--- config.mk ---
export PLATFORM = sky130hd
export DESIGN_NAME = positional_list_buffer
export DESIGN_NICKNAME = d
export VERILOG_FILES = /design/src/design/plb_pkg.sv /design/src/design/plb_cell.sv /design/src/design/positional_list_buffer.sv
export SDC_FILE = /design/constraint.sdc
export NUM_CORES = 2
export LEC_CHECK = 0
export BUFFER_PORTS_ARGS = -buffer_cell sky130_fd_sc_hd__buf_2
export CORE_AREA = 2 2 411 291
export DETAILED_ROUTE_END_ITERATION = 8
export DIE_AREA = 0 0 413 293
export GPL_ROUTABILITY_DRIVEN = 0
export HOLD_SLACK_MARGIN = 0.06
export PLACE_DENSITY_LB_ADDON = 0.08
export REMOVE_ABC_BUFFERS = 1
export SETUP_SLACK_MARGIN = 0.5
export SYNTH_ARGS = -nofsm -noshare
export SYNTH_HDL_FRONTEND = slang
export SYNTH_SLANG_ARGS = --single-unit
--- constraint.sdc ---
create_clock -name clk -period 10.6 [get_ports clk]
set_input_delay 0.53 -clock clk [delete_from_list [all_inputs] [get_ports clk]]
set_output_delay 0.53 -clock clk [all_outputs]
set_load 0.01 [all_outputs]
--- src/design/plb_pkg.sv ---
// Shared types and codes for the positional list buffer.
package plb_pkg;

  localparam int CMD_W    = 3;
  localparam int POS_W    = 6;
  localparam int VAL_W    = 32;
  localparam int STATUS_W = 2;
  localparam int EIDX_W   = 5;

  localparam logic [CMD_W-1:0] CMD_APPEND = 3'd0;
  localparam logic [CMD_W-1:0] CMD_PUSH   = 3'd1;
  localparam logic [CMD_W-1:0] CMD_INSERT = 3'd2;
  localparam logic [CMD_W-1:0] CMD_DELETE = 3'd3;
  localparam logic [CMD_W-1:0] CMD_LIST   = 3'd4;

  localparam logic [STATUS_W-1:0] ST_OK    = 2'd0;
  localparam logic [STATUS_W-1:0] ST_FULL  = 2'd1;
  localparam logic [STATUS_W-1:0] ST_RANGE = 2'd2;
  localparam logic [STATUS_W-1:0] ST_EMPTY = 2'd3;

  typedef logic [1:0] cell_op_t;
  localparam cell_op_t OP_HOLD  = 2'd0;
  localparam cell_op_t OP_LOAD  = 2'd1;
  localparam cell_op_t OP_LEFT  = 2'd2;
  localparam cell_op_t OP_RIGHT = 2'd3;

  typedef struct packed {
    logic [CMD_W-1:0]        cmd;
    logic [POS_W-1:0]        position;
    logic signed [VAL_W-1:0] value;
  } in_item_t;

  typedef struct packed {
    logic [STATUS_W-1:0]     status;
    logic [EIDX_W-1:0]       entry_index;
    logic signed [VAL_W-1:0] entry_value;
    logic                    last;
  } out_item_t;

endpackage

--- src/design/plb_cell.sv ---
// One storage cell of the list chain: hold, load, or take a neighbor's value.
module plb_cell (
  input  logic                             clk,
  input  plb_pkg::cell_op_t                op,
  input  logic signed [plb_pkg::VAL_W-1:0] new_val,
  input  logic signed [plb_pkg::VAL_W-1:0] left_val,
  input  logic signed [plb_pkg::VAL_W-1:0] right_val,
  output logic signed [plb_pkg::VAL_W-1:0] val_r
);
  import plb_pkg::*;

  logic signed [VAL_W-1:0] val_nxt;

  always_comb begin
    case (op)
      OP_LOAD:  val_nxt = new_val;
      OP_LEFT:  val_nxt = left_val;
      OP_RIGHT: val_nxt = right_val;
      default:  val_nxt = val_r;
    endcase
  end

  // payload only, no reset
  always_ff @(posedge clk) begin
    val_r <= val_nxt;
  end

endmodule

--- src/design/positional_list_buffer.sv ---
// Top level of the positional list buffer: cell chain, command control, result register.
//
//   channel | direction | handshake          | payload
//   --------+-----------+--------------------+------------------------------------
//   in_     | input     | in_valid/in_stall  | in_data   (cmd, position, value)
//   out_    | output    | out_valid/out_stall| out_data  (status, entry_index,
//           |           |                    |            entry_value, last)
//
// Append, push, insert and delete update the cell chain on the edge that accepts them;
// their single result, like that of every error, lands in the output register on the same edge.
// A list of N entries streams N results, one per cycle while out_stall is low, by
// rotating the first N cells toward the head; after N steps the chain is back in order.
// rst_n (synchronous, active low) empties the list; cell contents are not cleared.
// in_stall is high while a list streams or while a result sits stalled at out_.
module positional_list_buffer #(
  parameter int DEPTH = 32
) (
  input  logic               clk,
  input  logic               rst_n,
  input  logic               in_valid,
  output logic               in_stall,
  input  plb_pkg::in_item_t  in_data,
  output logic               out_valid,
  input  logic               out_stall,
  output plb_pkg::out_item_t out_data
);
  import plb_pkg::*;

  localparam int CW = $clog2(DEPTH + 1);            // entry count width
  localparam int IW = $clog2(DEPTH);                // list position width
  localparam int WW = (CW > POS_W) ? CW : POS_W;    // compare width

  localparam logic S_IDLE = 1'b0;
  localparam logic S_LIST = 1'b1;

  logic                    state_r, state_nxt;
  logic [CW-1:0]           count_r, count_nxt;
  logic [IW-1:0]           list_idx_r, list_idx_nxt;
  logic                    out_valid_r, out_valid_nxt;
  out_item_t               out_data_r, out_data_nxt;

  logic signed [VAL_W-1:0] cell_val [DEPTH];
  cell_op_t                cell_op  [DEPTH];
  logic signed [VAL_W-1:0] new_val;

  logic                    slot_free;
  logic                    accept;
  logic                    list_step;
  logic                    list_last;
  logic                    do_ins, do_del, start_list;
  logic [STATUS_W-1:0]     status;
  logic [WW-1:0]           pos_eff;
  logic [WW-1:0]           count_ext;
  logic                    full;
  logic                    is_ins;

  // Output slot frees when empty or when its result transfers this cycle.
  assign slot_free = !out_valid_r || !out_stall;
  assign in_stall  = (state_r != S_IDLE) || !slot_free;
  assign accept    = in_valid && !in_stall;
  assign list_step = (state_r == S_LIST) && slot_free;
  assign list_last = ((CW'(list_idx_r) + CW'(1)) == count_r);

  assign count_ext = WW'(count_r);
  assign full      = (count_r == CW'(DEPTH));

  // Decode the command and pick status; errors leave the chain untouched.
  always_comb begin
    pos_eff    = WW'(in_data.position);
    is_ins     = 1'b0;
    status     = ST_OK;
    do_ins     = 1'b0;
    do_del     = 1'b0;
    start_list = 1'b0;
    unique case (in_data.cmd)
      CMD_APPEND: begin
        pos_eff = count_ext;
        is_ins  = 1'b1;
      end
      CMD_PUSH: begin
        pos_eff = '0;
        is_ins  = 1'b1;
      end
      CMD_INSERT: begin
        is_ins = 1'b1;
      end
      CMD_DELETE: begin
        if (pos_eff >= count_ext) begin
          status = ST_RANGE;
        end else begin
          do_del = 1'b1;
        end
      end
      CMD_LIST: begin
        if (count_r == '0) begin
          status = ST_EMPTY;
        end else begin
          start_list = 1'b1;
        end
      end
      default: begin
        status = ST_OK;   // unused codes: no-op
      end
    endcase
    if (is_ins) begin
      if (full) begin
        status = ST_FULL;
      end else if (pos_eff > count_ext) begin
        status = ST_RANGE;
      end else begin
        do_ins = 1'b1;
      end
    end
  end

  // During a list step the tail slot of the live list takes the old head.
  assign new_val = list_step ? cell_val[0] : in_data.value;

  genvar gi;
  generate
    for (gi = 0; gi < DEPTH; gi++) begin : g_cell
      logic signed [VAL_W-1:0] left_v, right_v;

      if (gi == 0) begin : g_head
        assign left_v = new_val;          // never selected
      end else begin : g_mid_l
        assign left_v = cell_val[gi-1];
      end

      if (gi == DEPTH - 1) begin : g_tail
        assign right_v = cell_val[gi];    // nothing beyond the last cell
      end else begin : g_mid_r
        assign right_v = cell_val[gi+1];
      end

      // Insert: load at the position, move later cells back by one.
      // Delete: pull later cells forward over the position.
      // List: rotate the live entries one step toward the head.
      always_comb begin
        cell_op[gi] = OP_HOLD;
        if (accept && do_ins) begin
          if (WW'(gi) == pos_eff) begin
            cell_op[gi] = OP_LOAD;
          end else if (WW'(gi) > pos_eff) begin
            cell_op[gi] = OP_LEFT;
          end
        end else if (accept && do_del) begin
          if (WW'(gi) >= pos_eff) begin
            cell_op[gi] = OP_RIGHT;
          end
        end else if (list_step) begin
          if (CW'(gi + 1) == count_r) begin
            cell_op[gi] = OP_LOAD;
          end else begin
            cell_op[gi] = OP_RIGHT;
          end
        end
      end

      plb_cell u_cell (
        .clk       (clk),
        .op        (cell_op[gi]),
        .new_val   (new_val),
        .left_val  (left_v),
        .right_val (right_v),
        .val_r     (cell_val[gi])
      );
    end
  endgenerate

  // Sequencer, count and result register.
  always_comb begin
    state_nxt     = state_r;
    count_nxt     = count_r;
    list_idx_nxt  = list_idx_r;
    out_valid_nxt = out_valid_r;
    out_data_nxt  = out_data_r;

    // drop a result once it transfers
    if (out_valid_r && !out_stall) begin
      out_valid_nxt = 1'b0;
    end

    unique case (state_r)
      S_IDLE: begin
        if (accept) begin
          if (do_ins) begin
            count_nxt = count_r + CW'(1);
          end else if (do_del) begin
            count_nxt = count_r - CW'(1);
          end
          if (start_list) begin
            state_nxt    = S_LIST;
            list_idx_nxt = '0;
          end else begin
            out_valid_nxt            = 1'b1;
            out_data_nxt.status      = status;
            out_data_nxt.entry_index = '0;
            out_data_nxt.entry_value = '0;
            out_data_nxt.last        = 1'b1;
          end
        end
      end
      S_LIST: begin
        if (list_step) begin
          out_valid_nxt            = 1'b1;
          out_data_nxt.status      = ST_OK;
          out_data_nxt.entry_index = EIDX_W'(list_idx_r);
          out_data_nxt.entry_value = cell_val[0];
          out_data_nxt.last        = list_last;
          if (list_last) begin
            state_nxt = S_IDLE;
          end else begin
            list_idx_nxt = list_idx_r + IW'(1);
          end
        end
      end
      default: begin
        state_nxt = S_IDLE;
      end
    endcase
  end

  always_ff @(posedge clk) begin
    if (!rst_n) begin
      state_r     <= S_IDLE;
      count_r     <= '0;
      list_idx_r  <= '0;
      out_valid_r <= 1'b0;
    end else begin
      state_r     <= state_nxt;
      count_r     <= count_nxt;
      list_idx_r  <= list_idx_nxt;
      out_valid_r <= out_valid_nxt;
    end
  end

  // hold payload, no reset needed
  always_ff @(posedge clk) begin
    out_data_r <= out_data_nxt;
  end

  assign out_valid = out_valid_r;
  assign out_data  = out_data_r;

endmodule
======== Word level (Yosys, flattened, before mapping) ========
Index checks and enable logic that the tools add are counted.
storage, ports and cells
  memory bits (writable) .................. 0
  memories kept ........................... 0
  ROM bits ................................ 0
  output and inout port bits .............. 42
  bits of input ports ..................... 45
  bits in latches ......................... 0
  register bits after elaboration ......... 1077
  word-level logic and storage cells ...... 625
operators by class
  muxes and demuxes ....................... 293
  reductions and logical operators ........ 52
  shift-type cells ........................ 0
  multiply operators ...................... 0
  magnitude comparators ................... 66
  equality and inequality tests ........... 169
  add/subtract/negate cells ............... 4
  divide/modulo/power cells ............... 0
  bitwise gates (word level) .............. 1
operator list
  operator                                                           number
  one-hot mux 32 bit (3 select lines)                                30
  two-way mux 2 bit                                                  229
  equality test 5 x 6 -> 1 bit (first input constant)                32
  one-hot mux 32 bit (2 select lines)                                2
  equality test 2 bit (second input constant)                        63
  two-way mux 40 bit                                                 3
  equality test 4 x 6 -> 1 bit (first input constant)                16
  greater-or-equal comparator 5 x 6 -> 1 bit (first input constant)  16
  > comparator 5 x 6 -> 1 bit (first input constant)                 16
  nonzero test 3 bit                                                 30
  one-hot mux 40 bit (2 select lines)                                1
  equality test 2 x 1 -> 1 bit (second input constant)               32
  equality test 3 x 6 -> 1 bit (first input constant)                8
  greater-or-equal comparator 4 x 6 -> 1 bit (first input constant)  8
  > comparator 4 x 6 -> 1 bit (first input constant)                 8
  two-way mux 32 bit                                                 1
  equality test 2 x 6 -> 1 bit (first input constant)                4
  greater-or-equal comparator 3 x 6 -> 1 bit (first input constant)  4
  > comparator 3 x 6 -> 1 bit (first input constant)                 4
  two-way mux 5 bit                                                  4
  two-way mux 1 bit                                                  16
  equality test 1 x 6 -> 1 bit (first input constant)                2
  greater-or-equal comparator 1 x 6 -> 1 bit (first input constant)  2
  greater-or-equal comparator 2 x 6 -> 1 bit (first input constant)  2
  other kinds (32)                                                   52

======== Logic depth before layout (Yosys ltp) ========
  word-level depth ........................ 12
  mapped depth ............................ 18
  gate-level depth less buffers ........... 12

======== Cells and area by module ========
A second synthesis with hierarchy kept.
unflattened totals
  cells, all modules ...................... 5144
  area total of the unflattened synthesis .. 58309.7 µm²
by module, submodules not included
  module                  area an instance (µm²)  sequential area each (µm²)  instances  cells an instance
  plb_cell                1672.9                  960.9                       32         140
  positional_list_buffer  4778.3                  1461.4                      1          664

======== Worst setup path before layout ========
OpenSTA, ideal clock, no wires.
  path kind ............................... input port to flip-flop
  from .................................... input in_data[38] in the netlist's numbering
  to ...................................... register g_cell[18].u_cell.val_r[0] in the netlist's numbering (enable)
  library setup time ...................... 0.466 ns
  path buffers ............................ 4
  arrival time ............................ 5.432 ns
  slack ................................... 4.702 ns
  stages .................................. 14
  data required time ...................... 10.134 ns
  path through ............................ or4b_1 > and2_1 > buf_6 > clkinv_2 > ha_1 > a21o_1 > nand3_1 > o2111ai_1 > nor2_1 > buf_2 > buf_4 > nor2_1 > clkbuf_1 > o21ai_0
on the way
  longest elaborated chain between the ends .. 10
  elaborated cells between the ends (all ways) .. 26
  classes of those cells .................. order compare: 3; eq/ne: 7; mux: 11; reduce/logical: 5
ends and longest elaborated chain
  what                                                                        RTL line                       RTL
  from (decl)                                                                 positional_list_buffer.sv:22   input plb_pkg::in_item_t in_data,
  equality test 3 x 1 -> 1 bit / logical NOT 3 bit (equally long branches)    positional_list_buffer.sv:75   unique case (in_data.cmd)
  one-hot mux 6 bit (2 select lines)                                          positional_list_buffer.sv:75
  > comparator 6 bit                                                          positional_list_buffer.sv:108  end else if (pos_eff > count_ext) begin
  two-way mux 1 bit                                                           positional_list_buffer.sv:108
  two-way mux 1 bit                                                           positional_list_buffer.sv:106  if (full) begin
  two-way mux 1 bit                                                           positional_list_buffer.sv:105  if (is_ins) begin
  logical AND 1 bit                                                           positional_list_buffer.sv:141  if (accept && do_ins) begin
  two-way mux 2 bit (*)                                                       positional_list_buffer.sv:141
  equality test 2 x 1 -> 1 bit / equality test 2 bit (equally long branches)  plb_cell.sv:15                 case (op)
  nonzero test 3 bit (no line) (*)                                            --
  to (signal assigned)                                                        plb_cell.sv:25                 val_r <= val_nxt;
  to (decl)                                                                   plb_cell.sv:8                  output logic signed [plb_pkg::VAL_W-1:0] val_r
Every way passes the cells marked *; elsewhere a longest branch is shown, timed or not.
A chain may end at the register's enable or synchronous reset.

======== Final worst setup path ========
  from .................................... register count_r[3], in the netlist count_ext[3]
  to ...................................... register g_cell[26].u_cell.val_r[26] in the netlist's numbering (enable)
on the way
  longest elaborated chain between the ends .. 9
  elaborated cells between the ends (all ways) .. 26
  classes of those cells .................. order compare: 4; eq/ne: 6; mux: 13; reduce/logical: 3
ends and longest elaborated chain
  what                                                                        RTL line                       RTL
  from (decl)                                                                 positional_list_buffer.sv:37   logic [CW-1:0] count_r, count_nxt;
  from (signal assigned)                                                      positional_list_buffer.sv:232  count_r <= count_nxt;
  one-hot mux 6 bit (2 select lines)                                          positional_list_buffer.sv:75
  > comparator 6 bit                                                          positional_list_buffer.sv:108
  two-way mux 1 bit                                                           positional_list_buffer.sv:108
  two-way mux 1 bit                                                           positional_list_buffer.sv:106
  two-way mux 1 bit                                                           positional_list_buffer.sv:105
  logical AND 1 bit                                                           positional_list_buffer.sv:141
  two-way mux 2 bit (*)                                                       positional_list_buffer.sv:141
  equality test 2 x 1 -> 1 bit / equality test 2 bit (equally long branches)  plb_cell.sv:15
  nonzero test 3 bit (no line) (*)                                            --
  to (signal assigned)                                                        plb_cell.sv:25
  to (decl)                                                                   plb_cell.sv:8
Marked as above.

==> flow_summary.html <==
<table>
<tr><th>Metric</th><th>Value</th></tr>
<tr><th colspan="2">Synth</th></tr>
<tr><td>Post-synthesis cell type count</td><td>89</td></tr>
<tr><td>Share of the yosys chip area belonging to registers</td><td>61.6%</td></tr>
<tr><td>Synth Instances</td><td>4356</td></tr>
<tr><td>Number of flops mapped to enable cells by yosys</td><td>1064</td></tr>
<tr><td>Area fraction of the dominant cell type after synthesis</td><td>61.1%</td></tr>
<tr><td>Average instance area after synthesis</td><td>12.0 um2</td></tr>
<tr><td>Post-Syn Area</td><td>0.0523 mm2</td></tr>
<tr><td>Largest area contributor in the synthesized netlist</td><td>edfxtp_1</td></tr>
<tr><td>Leading post-synthesis cells by cell area</td><td>edfxtp_1, a22oi_1, o21ai_0</td></tr>
<tr><td>Most common cell in the netlist</td><td>edfxtp_1</td></tr>
<tr><td>Ranking of synthesized cells by instance count</td><td>edfxtp_1, a22oi_1, o21ai_0, clkbuf_1, nand2_1</td></tr>
<tr><td>Dominant register cell in the synthesized netlist</td><td>edfxtp_1</td></tr>
<tr><td>FF+latch count, synth</td><td>1077</td></tr>
<tr><td>Warnings, synthesis</td><td>0</td></tr>
<tr><td>Share of flip-flops with an asynchronous set or reset</td><td>0%</td></tr>
<tr><th colspan="2">Setup path</th></tr>
<tr><td>Max stage delay cell, worst path</td><td>and2_1</td></tr>
<tr><td>Reg-to-reg startpoint</td><td>count_ext[3]$_SDFFE_PN0P_</td></tr>
<tr><td>Number of cells traversed by the worst register-to-register path</td><td>15</td></tr>
<tr><td>Required time of the critical path</td><td>10.95 ns</td></tr>
<tr><td>Worst path most repeated cell</td><td>buf_4</td></tr>
<tr><td>Flop2flop setup slack</td><td>4.87 ns</td></tr>
<tr><td>Crit path capture type</td><td>flip-flop</td></tr>
<tr><td>Biggest fanout along the worst timing path</td><td>33</td></tr>
<tr><td>CP startpoint kind</td><td>flip-flop</td></tr>
<tr><td>Reg-to-Reg End</td><td>g_cell[26].u_cell.val_r[26]$_DFFE_PP_</td></tr>
<tr><td>Type of the worst setup path</td><td>reg -&gt; reg</td></tr>
<tr><td>Cells traversed along the worst timing path</td><td>or4b_1 &gt; and2_1 &gt; clkinv_2 &gt; ha_1 &gt; nand4_1 &gt; nor2_1 &gt; o2111ai_1 &gt; nor2_2 &gt; buf_4 &gt; a221oi_4 &gt; buf_4 &gt; nand2_1 &gt; buf_4 &gt; o21bai_2 &gt; buf_4</td></tr>
<tr><td>Launch point of the critical path</td><td>count_ext[3]$_SDFFE_PN0P_</td></tr>
<tr><td>Worst endpoint data arrival time</td><td>6.08 ns</td></tr>
<tr><td>Critical Path Max Stage Delay</td><td>0.65 ns</td></tr>
<tr><th colspan="2">Routing</th></tr>
<tr><td>Via count</td><td>38800</td></tr>
<tr><td>ANT nets after route</td><td>0</td></tr>
<tr><td>Number of design rule violations left after detail routing</td><td>0</td></tr>
<tr><td>Routed wire length per instance</td><td>30.0 um</td></tr>
<tr><td>Number of DRC violations after detailed-routing iteration 0</td><td>5836</td></tr>
<tr><td>Via/cell ratio</td><td>6.59</td></tr>
<tr><td>Routed metal-1 wirelength</td><td>84.4 mm</td></tr>
<tr><td>Amount of wire on met2 after detailed routing</td><td>66.4 mm</td></tr>
<tr><td>Sum of routed wire length over all layers</td><td>176 mm</td></tr>
<tr><td>Top routing layer in use</td><td>met5</td></tr>
<tr><td>Length of routed met3 wiring</td><td>21.8 mm</td></tr>
<tr><td>Iteration count of the initial detailed-routing pass</td><td>6</td></tr>
<tr><th colspan="2">Power and ir drop</th></tr>
<tr><td>Tot Pwr</td><td>10100 uW</td></tr>
<tr><td>Static Leakage</td><td>0.0180 uW</td></tr>
<tr><td>Cell area power density</td><td>174 mW/mm2</td></tr>
<tr><td>IR drop worst, VDD</td><td>151 uV</td></tr>
<tr><th colspan="2">Timing</th></tr>
<tr><td>Slew Viols, Final</td><td>0</td></tr>
<tr><td>PnR worst setup slack</td><td>4.87 ns</td></tr>
<tr><td>Unrepaired setup endpoints after global routing</td><td>no</td></tr>
<tr><td>Final Critical Period</td><td>5.73 ns</td></tr>
<tr><td>Sum of negative setup slack</td><td>0 ns</td></tr>
<tr><td>Worst slew margin relative to its limit</td><td>18.2%</td></tr>
<tr><td>Final worst hold slack</td><td>0.197 ns</td></tr>
<tr><td>Least-Margin Pin Slew</td><td>1.20 ns</td></tr>
<tr><td>Final critical-path share of the clock period</td><td>54.1%</td></tr>
<tr><td>Clock Skews</td><td>0.0255 ns</td></tr>
<tr><td>Final Hold Violating Endpoints</td><td>0</td></tr>
<tr><td>Highest attainable clock frequency</td><td>0.174 GHz</td></tr>
<tr><td># setup viols final</td><td>0</td></tr>
<tr><th colspan="2">Clocking</th></tr>
<tr><td>Number of buffers inserted during clock tree synthesis</td><td>107</td></tr>
<tr><td>Resized Gates After CTS</td><td>0</td></tr>
<tr><td>Hold-fix buffers at CTS</td><td>0</td></tr>
<tr><td>Clock latency on the worst-skew pair</td><td>0.71 ns</td></tr>
<tr><td>CTS sink cnt</td><td>1077</td></tr>
<tr><td>Level count of the clock H-tree</td><td>3</td></tr>
<tr><td>Clock tree buffer depth</td><td>3</td></tr>
<tr><td>Root Buffer</td><td>clkbuf_16</td></tr>
<tr><td>CTS tree</td><td>yes</td></tr>
<tr><td>Clock slew at the register clock pins of the worst setup and hold paths</td><td>0.07 ns</td></tr>
<tr><td>Buffer count from post-CTS setup fixing</td><td>0</td></tr>
<tr><th colspan="2">Cells and area</th></tr>
<tr><td>Share of the core filled with cells</td><td>49.5%</td></tr>
<tr><td>Area of the multi-input gates</td><td>0.0183 mm2</td></tr>
<tr><td>Layout cells sized above 1</td><td>12.1%</td></tr>
<tr><td>FILL cells</td><td>10500</td></tr>
<tr><td>Area occupied by registers</td><td>0.0322 mm2</td></tr>
<tr><td>Number of nets in the layout</td><td>4317</td></tr>
<tr><td>Area growth, synth to finish</td><td>10.5%</td></tr>
<tr><th colspan="2">Global routing</th></tr>
<tr><td>Global route overflow</td><td>0</td></tr>
<tr><td>Number of global-route vias before repair</td><td>36600</td></tr>
<tr><td>Global-route wire length before repair</td><td>261 mm</td></tr>
<tr><td>Number of antenna violations at the first check in global routing</td><td>6</td></tr>
<tr><td>Maximum number of pins on one net before global-route repair</td><td>66</td></tr>
<tr><td>Overall Global Routing Usage</td><td>28.8%</td></tr>
<tr><th colspan="2">Die</th></tr>
<tr><td>Die Y</td><td>293 um</td></tr>
<tr><td>Die area</td><td>0.121 mm2</td></tr>
<tr><td>Boundary Pins</td><td>87</td></tr>
<tr><td>Placeable core region</td><td>0.117 mm2</td></tr>
<tr><td>Width of the die</td><td>413 um</td></tr>
<tr><td>Starting Density</td><td>44.8%</td></tr>
<tr><td>Rows</td><td>105</td></tr>
<tr><th colspan="2">Placement</th></tr>
<tr><td>DP Worst Slack</td><td>4.55 ns</td></tr>
<tr><td>Port Buffers</td><td>86</td></tr>
<tr><td>Placed wire-length estimate</td><td>116 mm</td></tr>
<tr><th colspan="2">Min path</th></tr>
<tr><td>Destination of the worst hold path</td><td>count_ext[1]$_SDFFE_PN0P_</td></tr>
<tr><td>Path class of the lowest-slack min-delay path</td><td>in -&gt; reg</td></tr>
<tr><td>WHS Path Cells</td><td>2</td></tr>
<tr><td>Launch point of the worst hold path</td><td>rst_n</td></tr>
<tr><th colspan="2">Flow run</th></tr>
<tr><td>Max-cap violations</td><td>0</td></tr>
<tr><th colspan="2">Status</th></tr>
<tr><td>Run status</td><td>complete, no violations</td></tr>
</table>
area by class of cell:
class,instances,area share [%]
Clock inverter,56,0.775
Tap cell,1551,3.36
Sequential cell,1077,55.7
Clock buffer,136,4.82
Timing Repair Buffer,222,2.51
Multi-Input combinational cell,2669,31.6
Inverter,177,1.15
Antenna cell,1,0.00433
how the worst max path moves through the flow:
stage / endpoint
detailed placement: g_cell[26].u_cell.val_r[25]$_DFFE_PP_
finish: g_cell[26].u_cell.val_r[26]$_DFFE_PP_
floorplan: g_cell[26].u_cell.val_r[0]$_DFFE_PP_
global placement: g_cell[26].u_cell.val_r[2]$_DFFE_PP_
CTS: g_cell[26].u_cell.val_r[12]$_DFFE_PP_
global route: g_cell[26].u_cell.val_r[6]$_DFFE_PP_
kinds of logic (layout without fill, tap and decap cells):
family          count (synthesis)  count (layout)  share of synthesized area (%)
buf+inv                       610             591                           4.91
compound gates               1805            1805                           22.3
flops                        1077            1077                           61.6
other cells                     0               1                              0
simple gates                  573             573                           5.56
mux                           260             260                           4.98
xor+xnor                       13              13                          0.218
fa+ha+maj                      18              18                          0.431
layout by cell type, fill, tap and decap left out, types with 10 or more instances in the layout:
master,count
buf_2,86
o21ai_0,519
nand3_1,49
clkbuf_16,107
nor2b_1,36
o21ai_1,244
nor2_1,26
mux2i_1,225
and2_1,77
inv_1,170
a21oi_1,86
nor2_2,19
ha_1,17
clkinv_1,21
a31oi_1,35
xnor2_1,10
buf_4,136
or2_1,11
edfxtp_1,1064
o21ai_2,15
or2_2,11
clkinv_2,22
nor3_1,12
a22oi_1,673
clkbuf_1,29
mux2i_4,32
nand2_1,270
o221ai_1,128
dfxtp_1,13
per-layer routing:
layer | vias to the layer above | global-route usage (%)
met4 | 8 | 6.51
met3 | 187 | 7.72
met2 | 2243 | 35.2
met5 | - | 0
met1 | 19500 | 48.7
li1 | 16800 | -
power breakdown:
part	leakage (uW)	switching [uW]	internal [uW]	total [uW]
Combinational	0.00661	813	353	1170
Clock	0.00159	1690	2000	3690
Sequential	0.00979	186	5040	5230
flip-flops by register name, summed over array words and instances (netlist names):
| name | count |
|---|---|
| g_cell.u_cell.val_r | 1024 |
| out_data | 40 |
| count_ext | 6 |
| list_idx_r | 5 |
| out_valid | 1 |
| state_r | 1 |
per-stage QoR:
stage	area [um2]	std cells
2_1_floorplan	50400	3923
3_5_place_dp	54600	5696
5_1_grt	57800	5889
3_3_place_gp	54600	5696
6_report	57800	5889
4_1_cts	57800	5888
critical path, delay by kind of cell, from the launching register on:
kind	cells	cell delay, ns
AOI/OAI and AO/OA	3	0.69
adders and majority gates	1	0.38
buffers and inverters	5	1.80
DFF	1	0.46
and+or+nand+nor	6	1.98
Power figures use the tool's default switching activity.
